<file path="config.mk">
export PLATFORM = sky130hd
export DESIGN_NAME = sound_level_alarm_latch_top
export DESIGN_NICKNAME = d
export VERILOG_FILES = /design/src/hdl/slal_pkg.sv /design/src/hdl/slal_ram.sv /design/src/hdl/sound_level_alarm_latch_top.sv
export SDC_FILE = /design/constraint.sdc
export NUM_CORES = 1
export LEC_CHECK = 0
export ABC_AREA = 1
export BUFFER_PORTS_ARGS = -buffer_cell sky130_fd_sc_hd__buf_2
export CORE_ASPECT_RATIO = 0.6
export CORE_MARGIN = 3
export CORE_UTILIZATION = 45
export CTS_CLUSTER_DIAMETER = 60
export DETAILED_ROUTE_END_ITERATION = 7
export PLACE_DENSITY_LB_ADDON = 0.1
export SYNTH_ARGS = -nofsm -noshare
export SYNTH_HDL_FRONTEND = slang
export SYNTH_HIERARCHICAL = 1
export SYNTH_SLANG_ARGS = --single-unit
</file>
<file path="constraint.sdc">
create_clock -name clk -period 17.4 [get_ports clk]
set_clock_uncertainty 0.2 [all_clocks]
set_input_delay 0.87 -clock clk [delete_from_list [all_inputs] [get_ports clk]]
set_output_delay 0.87 -clock clk [all_outputs]
set_load 0.02 [all_outputs]
</file>
<file path="src/hdl/slal_pkg.sv">
// ----------------------------------------------------------------------------
// slal_pkg
// Shared types and constants for the sound level alarm latch: field widths,
// window length, reciprocal for the running-average divide, item kinds and
// register indexes.
// ----------------------------------------------------------------------------
package slal_pkg;

  localparam int WIN_LEN    = 5;
  localparam int SAMPLE_W   = 12;
  localparam int THR_W      = 12;
  localparam int HOLD_W     = 24;
  localparam int CFG_IDX_W  = 8;
  localparam int CFG_DATA_W = 24;

  localparam int PTR_W  = (WIN_LEN > 1) ? $clog2(WIN_LEN) : 1;
  localparam int SUM_MAX = WIN_LEN * ((1 << SAMPLE_W) - 1);
  localparam int SUM_W  = $clog2(SUM_MAX + 1);

  // floor(x / WIN_LEN) == (x * RECIP) >> SHIFT for every x below 2**SUM_W
  localparam int SHIFT   = SUM_W + ((WIN_LEN > 1) ? $clog2(WIN_LEN) : 0);
  localparam longint RECIP = ((64'd1 << SHIFT) + WIN_LEN - 1) / WIN_LEN;
  localparam int RECIP_W = SHIFT + 1;
  localparam int PROD_W  = SUM_W + RECIP_W;

  localparam logic [PTR_W-1:0]  PTR_LAST     = PTR_W'(WIN_LEN - 1);
  localparam logic [HOLD_W-1:0] ELAPSED_MAX  = {HOLD_W{1'b1}};
  localparam logic [THR_W-1:0]  THR_RESET    = THR_W'(2100);
  localparam logic [HOLD_W-1:0] HOLD_RESET   = HOLD_W'(180000);

  typedef enum logic [1:0] {
    KIND_SAMPLE = 2'd0,
    KIND_TICK   = 2'd1,
    KIND_BUTTON = 2'd2,
    KIND_NONE   = 2'd3
  } kind_t;

  typedef enum logic [CFG_IDX_W-1:0] {
    REG_LEVEL_THRESHOLD = CFG_IDX_W'(0),
    REG_HOLD_TIME_MS    = CFG_IDX_W'(1)
  } reg_idx_t;

endpackage

</file>
<file path="src/hdl/slal_ram.sv">
// ----------------------------------------------------------------------------
// slal_ram
// Generic single-write, single-read synchronous RAM with registered read data.
// ----------------------------------------------------------------------------
module slal_ram #(
  parameter int WIDTH = 12,
  parameter int DEPTH = 5
) (
  input  logic                                     clk,
  input  logic                                     we,
  input  logic [((DEPTH > 1) ? $clog2(DEPTH) : 1)-1:0] waddr,
  input  logic [WIDTH-1:0]                         wdata,
  input  logic                                     re,
  input  logic [((DEPTH > 1) ? $clog2(DEPTH) : 1)-1:0] raddr,
  output logic [WIDTH-1:0]                         rdata
);

  logic [WIDTH-1:0] mem [DEPTH];

  always_ff @(posedge clk) begin
    if (we) begin
      mem[waddr] <= wdata;
    end
    if (re) begin
      rdata <= mem[raddr];
    end
  end

endmodule

</file>
<file path="src/hdl/sound_level_alarm_latch_top.sv">
// ----------------------------------------------------------------------------
// sound_level_alarm_latch_top
// Moving-average threshold detector with a timed alarm latch. Samples go into
// a ring held in RAM; a running sum gives the truncated window average.
//
//   channel  direction  handshake             payload
//   in_      input      in_valid / in_ready   in_kind, in_sample_value
//   out_     output     out_valid / out_ready alarm_active, window_average,
//                                             sound_detected, alarm_started,
//                                             alarm_stopped
//   cfg_     input      cfg_valid / cfg_ready cfg_index, cfg_data
//
// One item per cycle sustained while out_ready is high. The ring RAM is read at
// the in_ accept edge; the update stage then does the read-modify-write and
// alarm update into the output register, which raises out_valid.
// A ring entry that was never written reads as zero through per-entry valid
// bits, so no clearing pass is needed after reset.
// out_ready low holds a full output register and the update stage behind it;
// in_ready drops only when both are full. cfg_ready is always high.
// ----------------------------------------------------------------------------
module sound_level_alarm_latch_top
  import slal_pkg::*;
(
  input  logic                  clk,
  input  logic                  rst_n,
  input  logic                  in_valid,
  output logic                  in_ready,
  input  logic [1:0]            in_kind,
  input  logic [SAMPLE_W-1:0]   in_sample_value,
  output logic                  out_valid,
  input  logic                  out_ready,
  output logic                  out_alarm_active,
  output logic [SAMPLE_W-1:0]   out_window_average,
  output logic                  out_sound_detected,
  output logic                  out_alarm_started,
  output logic                  out_alarm_stopped,
  input  logic                  cfg_valid,
  output logic                  cfg_ready,
  input  logic [CFG_IDX_W-1:0]  cfg_index,
  input  logic [CFG_DATA_W-1:0] cfg_data
);

  // configuration
  logic [THR_W-1:0]  thr_r;
  logic [HOLD_W-1:0] hold_r;

  // front end
  logic [PTR_W-1:0]   ptr_r, ptr_nxt;
  logic [WIN_LEN-1:0] vld_r;
  logic               in_acc, rd_en;

  // update stage
  logic                s1_v_r;
  kind_t               s1_kind_r;
  logic [SAMPLE_W-1:0] s1_sample_r;
  logic [PTR_W-1:0]    s1_addr_r;
  logic                s1_byp_r;
  logic [SAMPLE_W-1:0] s1_byp_data_r;
  logic                s1_go, wr_en;
  logic [SAMPLE_W-1:0] rdata, old_val;

  // block state
  logic [SUM_W-1:0]    sum_r, sum_nxt;
  logic [SAMPLE_W-1:0] avg_r, avg_nxt;
  logic                alarm_r, alarm_nxt;
  logic [HOLD_W-1:0]   elapsed_r, elapsed_nxt;
  logic                det, started, stopped;
  logic [PROD_W-1:0]   prod;

  // output register
  logic                out_v_r;

  assign cfg_ready = 1'b1;
  assign s1_go     = s1_v_r && (!out_v_r || out_ready);
  assign in_ready  = !s1_v_r || s1_go;
  assign in_acc    = in_valid && in_ready;
  assign rd_en     = in_acc && (kind_t'(in_kind) == KIND_SAMPLE);
  assign wr_en     = s1_go && (s1_kind_r == KIND_SAMPLE);
  assign ptr_nxt   = (ptr_r == PTR_LAST) ? '0 : ptr_r + PTR_W'(1);

  slal_ram #(
    .WIDTH (SAMPLE_W),
    .DEPTH (WIN_LEN)
  ) u_ring (
    .clk   (clk),
    .we    (wr_en),
    .waddr (s1_addr_r),
    .wdata (s1_sample_r),
    .re    (rd_en),
    .raddr (ptr_r),
    .rdata (rdata)
  );

  always_ff @(posedge clk) begin
    if (!rst_n) begin
      thr_r  <= THR_RESET;
      hold_r <= HOLD_RESET;
    end else if (cfg_valid && cfg_ready) begin
      case (cfg_index)
        REG_LEVEL_THRESHOLD: thr_r  <= cfg_data[THR_W-1:0];
        REG_HOLD_TIME_MS:    hold_r <= cfg_data[HOLD_W-1:0];
        default:             ;
      endcase
    end
  end

  always_ff @(posedge clk) begin
    if (!rst_n) begin
      ptr_r  <= '0;
      vld_r  <= '0;
      s1_v_r <= 1'b0;
    end else begin
      if (rd_en) begin
        ptr_r <= ptr_nxt;
      end
      if (wr_en) begin
        vld_r[s1_addr_r] <= 1'b1;
      end
      if (in_acc) begin
        s1_v_r <= 1'b1;
      end else if (s1_go) begin
        s1_v_r <= 1'b0;
      end
    end
  end

  // forward the entry being written, or zero for an unwritten entry
  always_ff @(posedge clk) begin
    if (in_acc) begin
      s1_kind_r   <= kind_t'(in_kind);
      s1_sample_r <= in_sample_value;
      s1_addr_r   <= ptr_r;
      if (wr_en && (s1_addr_r == ptr_r)) begin
        s1_byp_r      <= 1'b1;
        s1_byp_data_r <= s1_sample_r;
      end else if (!vld_r[ptr_r]) begin
        s1_byp_r      <= 1'b1;
        s1_byp_data_r <= '0;
      end else begin
        s1_byp_r      <= 1'b0;
        s1_byp_data_r <= '0;
      end
    end
  end

  assign old_val = s1_byp_r ? s1_byp_data_r : rdata;

  always_comb begin
    sum_nxt     = sum_r;
    avg_nxt     = avg_r;
    alarm_nxt   = alarm_r;
    elapsed_nxt = elapsed_r;
    det         = 1'b0;
    started     = 1'b0;
    stopped     = 1'b0;
    prod        = '0;
    case (s1_kind_r)
      KIND_SAMPLE: begin
        sum_nxt = sum_r - SUM_W'(old_val) + SUM_W'(s1_sample_r);
        prod    = PROD_W'(sum_nxt) * PROD_W'(RECIP);
        avg_nxt = prod[SHIFT +: SAMPLE_W];
        if (avg_nxt > thr_r) begin
          det = 1'b1;
          if (!alarm_r) begin
            alarm_nxt   = 1'b1;
            elapsed_nxt = '0;
            started     = 1'b1;
          end
        end
        if (alarm_nxt && (elapsed_nxt >= hold_r)) begin
          alarm_nxt = 1'b0;
          stopped   = 1'b1;
        end
      end
      KIND_TICK: begin
        if (alarm_r) begin
          if (elapsed_r != ELAPSED_MAX) begin
            elapsed_nxt = elapsed_r + HOLD_W'(1);
          end
          if (elapsed_nxt >= hold_r) begin
            alarm_nxt = 1'b0;
            stopped   = 1'b1;
          end
        end
      end
      KIND_BUTTON: begin
        if (alarm_r) begin
          alarm_nxt = 1'b0;
          stopped   = 1'b1;
        end
      end
      default: ;
    endcase
  end

  always_ff @(posedge clk) begin
    if (!rst_n) begin
      sum_r     <= '0;
      avg_r     <= '0;
      alarm_r   <= 1'b0;
      elapsed_r <= '0;
    end else if (s1_go) begin
      sum_r     <= sum_nxt;
      avg_r     <= avg_nxt;
      alarm_r   <= alarm_nxt;
      elapsed_r <= elapsed_nxt;
    end
  end

  always_ff @(posedge clk) begin
    if (!rst_n) begin
      out_v_r <= 1'b0;
    end else if (s1_go) begin
      out_v_r <= 1'b1;
    end else if (out_ready) begin
      out_v_r <= 1'b0;
    end
  end

  always_ff @(posedge clk) begin
    if (s1_go) begin
      out_alarm_active   <= alarm_nxt;
      out_window_average <= avg_nxt;
      out_sound_detected <= det;
      out_alarm_started  <= started;
      out_alarm_stopped  <= stopped;
    end
  end

  assign out_valid = out_v_r;

  a_started_needs_detect: assert property (@(posedge clk) disable iff (!rst_n)
    out_valid && out_alarm_started |-> out_sound_detected)
    else $error("alarm started without sound detected");

  a_started_active_or_stopped: assert property (@(posedge clk) disable iff (!rst_n)
    out_valid && out_alarm_started |-> (out_alarm_active != out_alarm_stopped))
    else $error("alarm start result inconsistent");

  a_stopped_clears: assert property (@(posedge clk) disable iff (!rst_n)
    out_valid && out_alarm_stopped |-> !out_alarm_active)
    else $error("alarm still active after stop");

  a_ptr_range: assert property (@(posedge clk) disable iff (!rst_n)
    ptr_r <= PTR_LAST)
    else $error("ring pointer out of range");

  a_sum_range: assert property (@(posedge clk) disable iff (!rst_n)
    sum_r <= SUM_W'(SUM_MAX))
    else $error("running sum out of range");

  a_stage_advance: assert property (@(posedge clk) disable iff (!rst_n)
    s1_go |=> out_valid)
    else $error("update stage advanced without output");

endmodule
</file>
==> run_results.csv <==
group,metric,value,unit
timing,maxSlewViolCount,0,
yosys,synth-edff-count,118,
timing,rsz0062_at_grt,"no",
clock_network,cts_tree,"done",
floorplanning,core_region_area,35200,µm²
yosys,ys_seq_area_frac,0.341,
yosys,yosys.area.top_type,"edfxtp_1",
critical_path,critical_path_peak_fanout,25,
clock_network,clkSinkCount,216,
final_layout,final_cell_area,17800,µm²
yosys,synthArstFlopShare,0,
critical_path,cp.arrival,11.58,ns
clock_network,numCtsBuffers,24,
yosys,ys_top_cells_by_area,"edfxtp_1 22%, ha_1 14%, dfxtp_1 12%",
global_routing,grt_max_degree,43,
final_layout,area_growth,9.96,%
final_layout,n_fill_cell,3376,
critical_path,path_class,"reg2reg",
timing,hold_slack,0.259,ns
yosys,mappedNetlistArea,16200,µm²
yosys,synth_top_area_frac,0.219,
global_routing,grt_util_all_layers,0.225,
timing,tightest_slew,1.13,ns
final_layout,regArea,5510,µm²
timing,finalWorstSetupSlack,5.89,ns
detailed_routing,viasPerCell,5.06,
detailed_routing,routedWlPerCell,16.7,µm
detailed_routing,wirelength,42.3,mm
timing,setup_viol,0,
place,post_dp_cell_area,16900,µm²
clock_network,postCtsSetupRepairBufs,0,
critical_path,critPathLaunchType,"register",
min_path,worstHoldPathType,"reg2reg",
detailed_routing,ant_nets,0,
global_routing,grt_overflow,0,
critical_path,crit_family,"adder cells",
detailed_routing,drc,0,
yosys,ys.flop_type,"edfxtp_1",
timing,fmax,86.9,MHz
place,place_ws,5.99,ns
global_routing,grt_pass1_vias,12100,
yosys,ys_seq_elements,216,
floorplanning,start_util,0.459,
critical_path,end_kind,"register",
floorplanning,die_x,251,µm
final_layout,drive_gt1_frac,0.0812,
clock_network,holdBufCountCts,0,
yosys,ys_top_cells_by_count,"450 x nand2_1, 398 x inv_1, 181 x ha_1",
detailed_routing,first_iter_violations,1092,
clock_network,htreeDepth,1,
critical_path,path_buf_inv,9,
detailed_routing,vias,12800,
place,gp_congestion,0.896,
clock_network,clkTransAtPathRegs,0.06,ns
status,status,"complete, no violations",
yosys,syn_nets,2283,
detailed_routing,drtPass1Iterations,5,
timing,hold_viol,0,
final_layout,n_antenna_cell,0,
floorplanning,die_h,153,µm
critical_path,max_stage_delay,0.85,ns
yosys,syn_area_per_cell,8.16,µm²
floorplanning,fp-row-count,53,
global_routing,antenna_found_initial,0,
final_layout,multi_input_area,8870,µm²
critical_path,required,17.47,ns
final_layout,fin_nets,2342,
timing,fin_setup_tns,0,ns
floorplanning,design.die.area,38300,µm²
place,dp_hpwl,33.6,mm
critical_path,slowest_stage,"nand3_1",
clock_network,cts-root-buf,"clkbuf_16",
timing,relSlewSlack,0.248,
clock_network,cts.repair.resized,0,
critical_path,crit_top_cell,"inv_1",
timing,fin_crit_sh,0.661,
yosys,ys_warn_count,6,
global_routing,grt_pass1_wl,68.3,mm
timing,fin_crit,11.51,ns
clock_network,clkLatencyLatePin,0.56,ns
yosys,yosys.cell_count.top_type,"nand2_1",
yosys,syn_inst,1980,
place,io_buffers,68,
job,max-cap-violations,0,
floorplanning,io_pins,70,
yosys,synth_cell_types,56,
clock_network,clockBufferDepth,3,
## layer usage
metal  GRT usage  vias up  part of all wire
li1            -     6490                 -
met4      0.0275        0            0.0099
met3      0.0502       29             0.078
met5           0        -                 0
met2       0.290      361              0.36
met1       0.379     5899              0.55
## layout make-up
| cell class | count | share of cell area |
|---|---|---|
| clock buffers | 34 | 0.0383 |
| clock inverters | 10 | 0.00915 |
| inverters | 407 | 0.0861 |
| multi-input cells | 1309 | 0.499 |
| flip-flops and latches | 216 | 0.310 |
| well taps | 467 | 0.0329 |
| repair buffers | 81 | 0.0246 |
## flip-flops by register name, indices dropped and copies added, names as in the netlist, 2 cells and up
| signal | cells |
|---|---|
| u_ring/mem | 60 |
| s1_byp_data_r | 12 |
| vld_r | 5 |
| s1_sample_r | 12 |
| out_window_average | 12 |
| s1_kind_r | 2 |
| s1_addr_r | 3 |
| u_ring/rdata | 12 |
| avg_r | 12 |
| sum_r | 15 |
| thr_r | 12 |
| ptr_r | 3 |
| elapsed_r | 24 |
| hold_r | 24 |
## kinds of logic (layout without fill, tap and decap cells)
family,Yosys count,after routing,share of synthesized area
adders and majority gates,252,252,0.228
other,1,1,0.000232
DFF,216,216,0.341
buffers and inverters,455,532,0.111
and+or+nand+nor,718,718,0.187
xor gates and xnor gates,42,42,0.0237
muxes,12,12,0.00836
AOI/OAI and AO/OA,284,284,0.101
## cell usage in the layout (no fill, tap or decap), types with 3 or more instances in the layout
cell type and instances:
buf_4 13, inv_6 3, or2_2 3, inv_2 7, nor2_1 99, nand4_1 21, nand2_1 450, buf_2 68
xor2_1 26, nor2_2 7, dfxtp_1 98, nor3_1 20, xnor2_1 14, o21a_1 4, o21ai_1 3, nand2_2 6
nand3b_1 8, a21oi_1 135, inv_1 397, bufinv_16 3, and2_1 6, a31oi_1 7, clkbuf_1 8, mux2_2 12
o211ai_1 37, edfxtp_1 118, a21o_1 4, clkbuf_16 26, nor4_1 3, fa_1 71, o21ai_0 72, clkinv_1 3
o21bai_1 8, ha_1 181, nand3_1 87
## worst min-delay path, stage by stage (launching register included)
cell	delay, ns
dfxtp_1	0.30
inv_1	0.06
a21oi_1	0.06
## path summary, 6_finish.rpt
path	from	endpoint	slack [ns]	cells after the start
max	s1_byp_r	out_alarm_stopped	5.89	46
min	vld_r[0]	vld_r[0]	0.26	2
max reg2reg	s1_byp_r	out_alarm_stopped	5.89	46
min reg2reg	vld_r[0]	vld_r[0]	0.26	2
## metrics by stage
step	instances	utilization
global placement	2480	0.481
global route	2524	0.505
floorplan	1980	-
CTS	2524	0.505
finish	2524	0.505
detailed placement	2480	0.481
Power is left out: the tool's default activity adds up to more than one toggle a clock period on the data nets, which glitch-free logic cannot reach.
